<file path="src/hdl/sal_pkg.sv">
package sal_pkg;

   // Default list capacity
   localparam int SAL_CAPACITY = 16;

   typedef enum logic [2:0] {
      FUNC_INSERT   = 3'd0,
      FUNC_DELETE   = 3'd1,
      FUNC_LOCATE   = 3'd2,
      FUNC_RETRIEVE = 3'd3,
      FUNC_SORTED   = 3'd4,
      FUNC_CLEAR    = 3'd5
   } sal_func_type;

   typedef enum logic [1:0] {
      ST_OK       = 2'd0,
      ST_BADPOS   = 2'd1,
      ST_FULL     = 2'd2,
      ST_NOTFOUND = 2'd3
   } sal_status_type;

   typedef enum logic [3:0] {
      S_IDLE,
      S_DECODE,
      S_SHIFT_UP,
      S_SHIFT_DN,
      S_SCAN,
      S_SORT_SCAN,
      S_FETCH,
      S_PLACE,
      S_DONE
   } sal_state_type;

   typedef enum logic [2:0] {
      PTR_HOLD,
      PTR_CNT_M1,
      PTR_ZERO,
      PTR_POS,
      PTR_POS_P1,
      PTR_INC,
      PTR_DEC
   } sal_ptr_op_type;

   typedef enum logic [1:0] {
      WR_NONE,
      WR_SHIFT_UP,
      WR_SHIFT_DN,
      WR_PLACE
   } sal_wr_op_type;

   typedef enum logic [1:0] {
      CNT_HOLD,
      CNT_INC,
      CNT_DEC,
      CNT_CLEAR
   } sal_cnt_op_type;

   typedef enum logic [1:0] {
      TGT_HOLD,
      TGT_POS,
      TGT_PTR,
      TGT_COUNT
   } sal_tgt_op_type;

   typedef enum logic [2:0] {
      RES_NONE,
      RES_CLEAR,
      RES_STATUS,
      RES_HIT,
      RES_READ,
      RES_PLACED
   } sal_res_op_type;

   typedef struct packed {
      logic signed [31:0] key;
      logic [31:0]        payload;
   } sal_rec_type;

   typedef struct packed {
      logic           load_op;
      sal_ptr_op_type ptr_op;
      logic           rd_en;
      sal_wr_op_type  wr_op;
      sal_cnt_op_type cnt_op;
      sal_tgt_op_type tgt_op;
      sal_res_op_type res_op;
      sal_status_type res_status;
      logic           load_rsp;
   } sal_cmd_type;

   typedef struct packed {
      sal_func_type func;
      logic         ins_pos_bad;
      logic         pos_bad;
      logic         full;
      logic         empty;
      logic         ins_at_end;
      logic         pos_last;
      logic         ptr_last;
      logic         ptr_at_tgt;
      logic         key_hit;
      logic         key_less;
   } sal_sts_type;

endpackage

</file>
<file path="src/hdl/sal_ctrl.sv">
module sal_ctrl (
   input  logic                 clock,
   input  logic                 reset,
   input  logic                 req_valid,
   output logic                 req_ready,
   output logic                 rsp_valid,
   input  logic                 rsp_ready,
   input  sal_pkg::sal_sts_type sts,
   output sal_pkg::sal_cmd_type cmd
);
   import sal_pkg::*;

   sal_state_type state_ff, state_in;
   logic          rsp_valid_ff, rsp_valid_in;

   always_ff @(posedge clock) begin
      if (reset) begin
         state_ff     <= S_IDLE;
         rsp_valid_ff <= 1'b0;
      end else begin
         state_ff     <= state_in;
         rsp_valid_ff <= rsp_valid_in;
      end
   end

   assign rsp_valid = rsp_valid_ff;

   always_comb begin
      state_in       = state_ff;
      req_ready      = 1'b0;
      cmd.load_op    = 1'b0;
      cmd.ptr_op     = PTR_HOLD;
      cmd.rd_en      = 1'b0;
      cmd.wr_op      = WR_NONE;
      cmd.cnt_op     = CNT_HOLD;
      cmd.tgt_op     = TGT_HOLD;
      cmd.res_op     = RES_NONE;
      cmd.res_status = ST_OK;
      cmd.load_rsp   = 1'b0;
      case (state_ff)
         S_IDLE: begin
            req_ready = 1'b1;
            if (req_valid) begin
               cmd.load_op = 1'b1;
               cmd.res_op  = RES_CLEAR;
               state_in    = S_DECODE;
            end
         end
         S_DECODE: begin
            state_in = S_DONE;
            case (sts.func)
               FUNC_INSERT: begin
                  if (sts.ins_pos_bad) begin
                     cmd.res_op     = RES_STATUS;
                     cmd.res_status = ST_BADPOS;
                  end else if (sts.full) begin
                     cmd.res_op     = RES_STATUS;
                     cmd.res_status = ST_FULL;
                  end else begin
                     cmd.tgt_op = TGT_POS;
                     if (sts.ins_at_end) begin
                        state_in = S_PLACE;
                     end else begin
                        cmd.ptr_op = PTR_CNT_M1;
                        cmd.rd_en  = 1'b1;
                        state_in   = S_SHIFT_UP;
                     end
                  end
               end
               FUNC_DELETE: begin
                  if (sts.pos_bad) begin
                     cmd.res_op     = RES_STATUS;
                     cmd.res_status = ST_BADPOS;
                  end else if (sts.pos_last) begin
                     cmd.cnt_op = CNT_DEC;
                  end else begin
                     cmd.ptr_op = PTR_POS_P1;
                     cmd.rd_en  = 1'b1;
                     state_in   = S_SHIFT_DN;
                  end
               end
               FUNC_LOCATE: begin
                  if (sts.empty) begin
                     cmd.res_op     = RES_STATUS;
                     cmd.res_status = ST_NOTFOUND;
                  end else begin
                     cmd.ptr_op = PTR_ZERO;
                     cmd.rd_en  = 1'b1;
                     state_in   = S_SCAN;
                  end
               end
               FUNC_RETRIEVE: begin
                  if (sts.pos_bad) begin
                     cmd.res_op     = RES_STATUS;
                     cmd.res_status = ST_BADPOS;
                  end else begin
                     cmd.ptr_op = PTR_POS;
                     cmd.rd_en  = 1'b1;
                     state_in   = S_FETCH;
                  end
               end
               FUNC_SORTED: begin
                  if (sts.full) begin
                     cmd.res_op     = RES_STATUS;
                     cmd.res_status = ST_FULL;
                  end else if (sts.empty) begin
                     cmd.tgt_op = TGT_COUNT;
                     state_in   = S_PLACE;
                  end else begin
                     cmd.ptr_op = PTR_ZERO;
                     cmd.rd_en  = 1'b1;
                     state_in   = S_SORT_SCAN;
                  end
               end
               FUNC_CLEAR: begin
                  cmd.cnt_op = CNT_CLEAR;
               end
               default: begin
                  state_in = S_DONE;
               end
            endcase
         end
         S_SHIFT_UP: begin
            cmd.wr_op = WR_SHIFT_UP;
            if (sts.ptr_at_tgt) begin
               state_in = S_PLACE;
            end else begin
               cmd.ptr_op = PTR_DEC;
               cmd.rd_en  = 1'b1;
            end
         end
         S_SHIFT_DN: begin
            cmd.wr_op = WR_SHIFT_DN;
            if (sts.ptr_last) begin
               cmd.cnt_op = CNT_DEC;
               state_in   = S_DONE;
            end else begin
               cmd.ptr_op = PTR_INC;
               cmd.rd_en  = 1'b1;
            end
         end
         S_SCAN: begin
            if (sts.key_hit) begin
               cmd.res_op = RES_HIT;
               state_in   = S_DONE;
            end else if (sts.ptr_last) begin
               cmd.res_op     = RES_STATUS;
               cmd.res_status = ST_NOTFOUND;
               state_in       = S_DONE;
            end else begin
               cmd.ptr_op = PTR_INC;
               cmd.rd_en  = 1'b1;
            end
         end
         S_SORT_SCAN: begin
            if (!sts.key_less) begin
               cmd.tgt_op = TGT_PTR;
               cmd.ptr_op = PTR_CNT_M1;
               cmd.rd_en  = 1'b1;
               state_in   = S_SHIFT_UP;
            end else if (sts.ptr_last) begin
               cmd.tgt_op = TGT_COUNT;
               state_in   = S_PLACE;
            end else begin
               cmd.ptr_op = PTR_INC;
               cmd.rd_en  = 1'b1;
            end
         end
         S_FETCH: begin
            cmd.res_op = RES_READ;
            state_in   = S_DONE;
         end
         S_PLACE: begin
            cmd.wr_op  = WR_PLACE;
            cmd.cnt_op = CNT_INC;
            cmd.res_op = RES_PLACED;
            state_in   = S_DONE;
         end
         S_DONE: begin
            if (!rsp_valid_ff || rsp_ready) begin
               cmd.load_rsp = 1'b1;
               state_in     = S_IDLE;
            end
         end
         default: begin
            state_in = S_IDLE;
         end
      endcase
   end

   always_comb begin
      if (cmd.load_rsp) begin
         rsp_valid_in = 1'b1;
      end else if (rsp_ready) begin
         rsp_valid_in = 1'b0;
      end else begin
         rsp_valid_in = rsp_valid_ff;
      end
   end

endmodule

</file>
<file path="src/hdl/sal_dpath.sv">
module sal_dpath #(
   parameter int CAPACITY = sal_pkg::SAL_CAPACITY
) (
   input  logic                 clock,
   input  logic                 reset,
   input  logic [2:0]           req_func,
   input  logic [4:0]           req_position,
   input  logic signed [31:0]   req_key,
   input  logic [31:0]          req_payload,
   input  sal_pkg::sal_cmd_type cmd,
   output sal_pkg::sal_sts_type sts,
   output logic [1:0]           rsp_status,
   output logic [4:0]           rsp_found_position,
   output logic signed [31:0]   rsp_key_out,
   output logic [31:0]          rsp_payload_out,
   output logic [4:0]           rsp_entry_count
);
   import sal_pkg::*;

   localparam int IW   = (CAPACITY > 1) ? $clog2(CAPACITY) : 1;
   localparam int CNTW = $clog2(CAPACITY + 1);
   localparam int CMPW = (CNTW > 5) ? CNTW : 5;

   sal_rec_type    mem [CAPACITY];

   sal_func_type   op_func_ff;
   logic [4:0]     op_pos_ff;
   sal_rec_type    op_rec_ff;
   logic [IW-1:0]  ptr_ff, ptr_in;
   logic [IW-1:0]  tgt_ff, tgt_in;
   logic [CNTW-1:0] count_ff, count_in;
   sal_rec_type    rdata_ff;
   sal_status_type res_status_ff, res_status_in;
   logic [4:0]     res_fpos_ff, res_fpos_in;
   sal_rec_type    res_rec_ff, res_rec_in;

   logic [CMPW-1:0] pos_ext, cnt_ext, ptr_ext, tgt_ext;
   logic [IW-1:0]   pos_idx, cnt_m1_idx;
   logic [CNTW-1:0] cnt_m1;
   logic            wr_en;
   logic [IW-1:0]   wr_addr;
   sal_rec_type     wr_data;

   assign pos_ext    = CMPW'(op_pos_ff);
   assign cnt_ext    = CMPW'(count_ff);
   assign ptr_ext    = CMPW'(ptr_ff);
   assign tgt_ext    = CMPW'(tgt_ff);
   assign pos_idx    = pos_ext[IW-1:0];
   assign cnt_m1     = count_ff - CNTW'(1);
   assign cnt_m1_idx = cnt_m1[IW-1:0];

   // status towards the controller
   assign sts.func        = op_func_ff;
   assign sts.ins_pos_bad = pos_ext > cnt_ext;
   assign sts.pos_bad     = pos_ext >= cnt_ext;
   assign sts.full        = count_ff == CNTW'(CAPACITY);
   assign sts.empty       = count_ff == '0;
   assign sts.ins_at_end  = pos_ext == cnt_ext;
   assign sts.pos_last    = pos_ext == CMPW'(cnt_m1);
   assign sts.ptr_last    = CNTW'(ptr_ff) == cnt_m1;
   assign sts.ptr_at_tgt  = ptr_ff == tgt_ff;
   assign sts.key_hit     = rdata_ff.key == op_rec_ff.key;
   assign sts.key_less    = $signed(rdata_ff.key) < $signed(op_rec_ff.key);

   always_comb begin
      case (cmd.ptr_op)
         PTR_CNT_M1: ptr_in = cnt_m1_idx;
         PTR_ZERO:   ptr_in = '0;
         PTR_POS:    ptr_in = pos_idx;
         PTR_POS_P1: ptr_in = pos_idx + IW'(1);
         PTR_INC:    ptr_in = ptr_ff + IW'(1);
         PTR_DEC:    ptr_in = ptr_ff - IW'(1);
         default:    ptr_in = ptr_ff;
      endcase
   end

   always_comb begin
      case (cmd.tgt_op)
         TGT_POS:   tgt_in = pos_idx;
         TGT_PTR:   tgt_in = ptr_ff;
         TGT_COUNT: tgt_in = count_ff[IW-1:0];
         default:   tgt_in = tgt_ff;
      endcase
   end

   always_comb begin
      case (cmd.cnt_op)
         CNT_INC:   count_in = count_ff + CNTW'(1);
         CNT_DEC:   count_in = count_ff - CNTW'(1);
         CNT_CLEAR: count_in = '0;
         default:   count_in = count_ff;
      endcase
   end

   always_comb begin
      wr_en   = 1'b1;
      wr_data = rdata_ff;
      case (cmd.wr_op)
         WR_SHIFT_UP: wr_addr = ptr_ff + IW'(1);
         WR_SHIFT_DN: wr_addr = ptr_ff - IW'(1);
         WR_PLACE: begin
            wr_addr = tgt_ff;
            wr_data = op_rec_ff;
         end
         default: begin
            wr_en   = 1'b0;
            wr_addr = ptr_ff;
         end
      endcase
   end

   always_comb begin
      res_status_in = res_status_ff;
      res_fpos_in   = res_fpos_ff;
      res_rec_in    = res_rec_ff;
      case (cmd.res_op)
         RES_CLEAR: begin
            res_status_in = ST_OK;
            res_fpos_in   = '0;
            res_rec_in    = '0;
         end
         RES_STATUS: res_status_in = cmd.res_status;
         RES_HIT: begin
            res_status_in = ST_OK;
            res_fpos_in   = ptr_ext[4:0];
            res_rec_in    = rdata_ff;
         end
         RES_READ:   res_rec_in  = rdata_ff;
         RES_PLACED: res_fpos_in = tgt_ext[4:0];
         default:    res_status_in = res_status_ff;
      endcase
   end

   always_ff @(posedge clock) begin
      if (reset) begin
         count_ff <= '0;
      end else begin
         count_ff <= count_in;
      end
   end

   always_ff @(posedge clock) begin
      if (cmd.load_op) begin
         op_func_ff        <= sal_func_type'(req_func);
         op_pos_ff         <= req_position;
         op_rec_ff.key     <= req_key;
         op_rec_ff.payload <= req_payload;
      end
      ptr_ff        <= ptr_in;
      tgt_ff        <= tgt_in;
      res_status_ff <= res_status_in;
      res_fpos_ff   <= res_fpos_in;
      res_rec_ff    <= res_rec_in;
      if (cmd.load_rsp) begin
         rsp_status         <= res_status_ff;
         rsp_found_position <= res_fpos_ff;
         rsp_key_out        <= res_rec_ff.key;
         rsp_payload_out    <= res_rec_ff.payload;
         rsp_entry_count    <= cnt_ext[4:0];
      end
   end

   // record store: one write and one registered read per cycle
   always_ff @(posedge clock) begin
      if (wr_en) begin
         mem[wr_addr] <= wr_data;
      end
      if (cmd.rd_en) begin
         rdata_ff <= mem[ptr_in];
      end
   end

endmodule

</file>
<file path="src/hdl/sorted_array_list_engine.sv">
// Channel  Direction  Handshake              Payload
// req_     in         req_valid / req_ready  func, position, key, payload
// rsp_     out        rsp_valid / rsp_ready  status, found_position, key_out,
//                                            payload_out, entry_count
//
// One item at a time: accept, then decode, then the store is walked one entry per cycle.
// Insert shifts entries up and places the record, sorted insert scans, shifts and places,
// delete shifts entries down, locate scans, retrieve reads one entry, clear and refusals
// only decode; the result is then loaded into the output register once that is free.
// Reset is synchronous and clears the count and the handshake, never the store.
// A stalled result holds in the output register while the next item is worked on.
module sorted_array_list_engine #(
   parameter int CAPACITY = sal_pkg::SAL_CAPACITY
) (
   input  logic                clock,
   input  logic                reset,
   input  logic                req_valid,
   output logic                req_ready,
   input  logic [2:0]          req_func,
   input  logic [4:0]          req_position,
   input  logic signed [31:0]  req_key,
   input  logic [31:0]         req_payload,
   output logic                rsp_valid,
   input  logic                rsp_ready,
   output logic [1:0]          rsp_status,
   output logic [4:0]          rsp_found_position,
   output logic signed [31:0]  rsp_key_out,
   output logic [31:0]         rsp_payload_out,
   output logic [4:0]          rsp_entry_count
);
   import sal_pkg::*;

   // commands from the sequencer, flags back from the store
   sal_cmd_type cmd;
   sal_sts_type sts;

   // sequencer: decode the operation, step the walk, hand off the result
   sal_ctrl u_ctrl (
      .clock     (clock),
      .reset     (reset),
      .req_valid (req_valid),
      .req_ready (req_ready),
      .rsp_valid (rsp_valid),
      .rsp_ready (rsp_ready),
      .sts       (sts),
      .cmd       (cmd)
   );

   // store, count, walk pointer, working result and output register
   sal_dpath #(
      .CAPACITY (CAPACITY)
   ) u_dpath (
      .clock              (clock),
      .reset              (reset),
      .req_func           (req_func),
      .req_position       (req_position),
      .req_key            (req_key),
      .req_payload        (req_payload),
      .cmd                (cmd),
      .sts                (sts),
      .rsp_status         (rsp_status),
      .rsp_found_position (rsp_found_position),
      .rsp_key_out        (rsp_key_out),
      .rsp_payload_out    (rsp_payload_out),
      .rsp_entry_count    (rsp_entry_count)
   );

endmodule

</file>
<file path="config.mk">
export PLATFORM = sky130hd
export DESIGN_NAME = sorted_array_list_engine
export DESIGN_NICKNAME = d
export VERILOG_FILES = /design/src/hdl/sal_pkg.sv /design/src/hdl/sal_ctrl.sv /design/src/hdl/sal_dpath.sv /design/src/hdl/sorted_array_list_engine.sv
export SDC_FILE = /design/constraint.sdc
export NUM_CORES = 2
export LEC_CHECK = 0
export BUFFER_PORTS_ARGS = -buffer_cell sky130_fd_sc_hd__clkbuf_2
export CELL_PAD_IN_SITES_DETAIL_PLACEMENT = 0
export CELL_PAD_IN_SITES_GLOBAL_PLACEMENT = 2
export CORE_MARGIN = 4
export CORE_UTILIZATION = 42
export DETAILED_ROUTE_END_ITERATION = 7
export PLACE_DENSITY_LB_ADDON = 0.1
export RECOVER_POWER = 25
export SKIP_CTS_REPAIR_TIMING = 1
export SLEW_MARGIN = 40
export SYNTH_ARGS = -nofsm -noshare
export SYNTH_HDL_FRONTEND = slang
export SYNTH_SLANG_ARGS = --single-unit
</file>
<file path="constraint.sdc">
create_clock -name clock -period 6.35 [get_ports clock]
set_input_delay 0.635 -clock clock [delete_from_list [all_inputs] [get_ports clock]]
set_output_delay 0.635 -clock clock [all_outputs]
set_load 0.03 [all_outputs]
</file>
==> results.toml <==
[outcome]
status = "finished, violations left"
violations = "max-capacitance violations, max-slew violations"

[cts]
cts_root_buf = "clkbuf_16"
cts-htree-levels = 4
cts_tree = "yes"
clk_pin_slew_worst_paths_ns = 0.06
cts.sinks = 1323
cts_buffers = 146
clockBufferDepth = 3
clk_latency_ns = 0.76

[die]
die_h_um = 365
std_cell_rows = 130
core_mm2 = 0.126
die-area_mm2 = 0.133
start_util = 0.425
die_w_um = 365
pin_count = 154

[global_route]
grt_max_degree = 90
grtUsageTotal = 0.219
grt.overflow.total = 0
grt_antenna_before_repair = 3
grt_pass1_wl_mm = 212
grt_pass1_vias = 30200

[timing]
finalMaxSlewViolations = 221
fin_tns_setup_ns = 0
rsz0062_at_grt = "no"
period_share = 0.919
fin_crit_ns = 5.84
setup_viol = 0
tightestPinTransition_ns = 3.32
skew_ns = 0.0212
relSlewSlack = -1.21
hold_violations = 0
max_freq_ghz = 0.171

[yosys]
synth_nets = 3464
synth.distinct_cells = 92
synth.cell_area_mm2 = 0.0535
synth_edf_count = 1309
synthFlopType = "edfxtp_1"
ys_seq_area_frac = 0.739
ys_warn_count = 0
ys_async_sr_fraction = 0
synth-seq-cells = 1323
postSynthAreaPerCell_um2 = 16.0
syn-instance-count = 3345

[drt]
dr.pass1.iters = 5
drc = 0
wirelength_mm = 146
viasPerCell = 5.56
detail-route-antenna-nets = 0
drt_iter0_markers = 2290
num_vias = 29800
wl_per_cell_um = 27.3

[placed_design]
post-dp-hpwl_mm = 81.1
gp_congestion = 0.845
io_buffers = 152

[setup_path]
cp_top_family = "buffers and inverters"
critPathMaxFanout = 72
critPathRequiredTime_ns = 6.93
cp_slowest_cell = "nand3_1"
path_cells = "clkbuf_1, nand3_1, clkbuf_2, o21ai_0, buf_4"
endpoint_kind = "flop"
slowest_delay_ns = 1.46
critPathBufInv = 3
worstPathArrival_ns = 6.42
start_kind = "flop"
path_class = "flop to flop"

[power_and_ir_drop]
powerDensity_mw_per_mm2 = 539
p_total_uw = 33100
p_leak_uw = 0.0213
peakVddDrop_mv = 0.498

[cells_and_area]
fin_nets = 3716
drive_gt1_frac = 0.134
syn2layout_area_growth_pct = 14.7
most-common-layout-cells = "edfxtp_1, nand2_1, mux2i_1"
final_common_cell = "edfxtp_1"
num-fill-cells = 10600

[hold_path]
worstHoldPathType = "input port to flop"

[run]
drv_cap = 5
worst paths after layout:
check,from,endpoint,slack [ns],depth (start not counted)
setup / recovery,u_ctrl.state_ff[2]$_SDFFE_PP0P_,u_dpath.mem[5][62]$_DFFE_PP_,0.51,5
hold / removal,req_payload[11],u_dpath.op_rec_ff[11]$_DFFE_PP_,0.05,1
setup reg to reg,u_ctrl.state_ff[2]$_SDFFE_PP0P_,u_dpath.mem[5][62]$_DFFE_PP_,0.51,5
hold reg to reg,u_dpath.res_rec_ff[24]$_SDFFCE_PN0P_,u_dpath.rsp_payload_out[24]$_DFFE_PP_,0.42,0
sequential cells by signal, summed over array words and instances (netlist names):
register and flops:
u_dpath.op_rec_ff 64, u_dpath.res_fpos_ff 4, u_dpath.ptr_ff 4, u_ctrl.rsp_valid 1
u_dpath.rsp_entry_count 5, u_dpath.res_status_ff 2, u_dpath.cnt_ext 5, u_dpath.rsp_found_position 4
u_dpath.rsp_key_out 32, u_dpath.rsp_status 2, u_dpath.rsp_payload_out 32, u_ctrl.state_ff 4
u_dpath.mem 1024, u_dpath.op_func_ff 3, u_dpath.rdata_ff 64, u_dpath.res_rec_ff 64
u_dpath.op_pos_ff 5, u_dpath.tgt_ff 4
kinds of logic after synthesis:
group / Yosys count / share of synthesized area
compound gates: 435 / 0.0751
xor+xnor: 22 / 0.00414
fa+ha+maj: 43 / 0.0100
buf+inv: 252 / 0.0233
flops: 1323 / 0.739
mux: 386 / 0.0722
other cells: 1 / 0.0000700
simple gates: 883 / 0.0759
Yosys cell counts (6+ instances only):
cell	count	area, µm²
o21ai_1	6	30.0
o22a_1	64	561
o2111ai_2	17	255
ha_1	43	538
nand4_1	10	62.6
a2111oi_4	17	468
xnor2_1	13	114
buf_2	60	300
buf_4	14	105
o21ai_0	50	250
nor2_1	50	188
clkbuf_1	91	342
a211oi_1	8	60.1
inv_1	56	210
nor3_1	184	921
nand3_1	13	65.1
buf_1	6	22.5
a21oi_1	39	195
nor2b_1	9	56.3
xor2_1	7	61.3
a21o_1	66	495
nor3_2	16	160
and2_1	68	425
o2111ai_1	48	420
o211ai_1	8	60.1
nand2_1	492	1850
buf_6	23	259
a2111oi_0	6	52.6
mux2i_1	386	3860
edfxtp_1	1309	39300
dfxtp_1	14	280
a2111oi_2	37	556
report_power, final:
group / leakage, µW / internal (µW) / switching, µW
logic: 0.00710 / 4600 / 8540
registers: 0.0120 / 11600 / 441
clock network: 0.00215 / 4610 / 3320
total: 0.0213 / 20800 / 12300
stage by stage:
step,setup WS [ns],utilization,hold slack (ns),area (µm²),cells
2_1_floorplan,0.645,-,0.400,53600,3345
5_1_grt,0.227,0.487,0.00682,61400,5355
3_3_place_gp,0.838,0.453,0.401,57000,5088
6_report,0.513,0.487,0.0548,61400,5356
3_5_place_dp,0.920,0.454,0.405,57300,5099
4_1_cts,0.882,0.489,-0.0222,61700,5355
cell type report:
cell class              instances  area, µm²  share of cell area
diodes                          1       2.50           0.0000408
clock buffers                 189       3920              0.0639
clock inverters                67        495             0.00807
inverters                      58        224             0.00365
multi-input cells            1770      12900               0.210
flip-flops and latches       1323      39600               0.645
well taps                    1650       2060              0.0336
repair buffers                298       2190              0.0357
metal layers:
metal	share of wire	wire, µm	global-route usage	up-vias
met3	0.047	6880	0.0312	207
met4	0.021	3140	0.0574	0
li1	-	-	-	13400
met2	0.47	69000	0.357	828
met5	0	0	0	-
met1	0.46	67000	0.309	15300
Note: power is estimated with default switching activity, not from simulation.
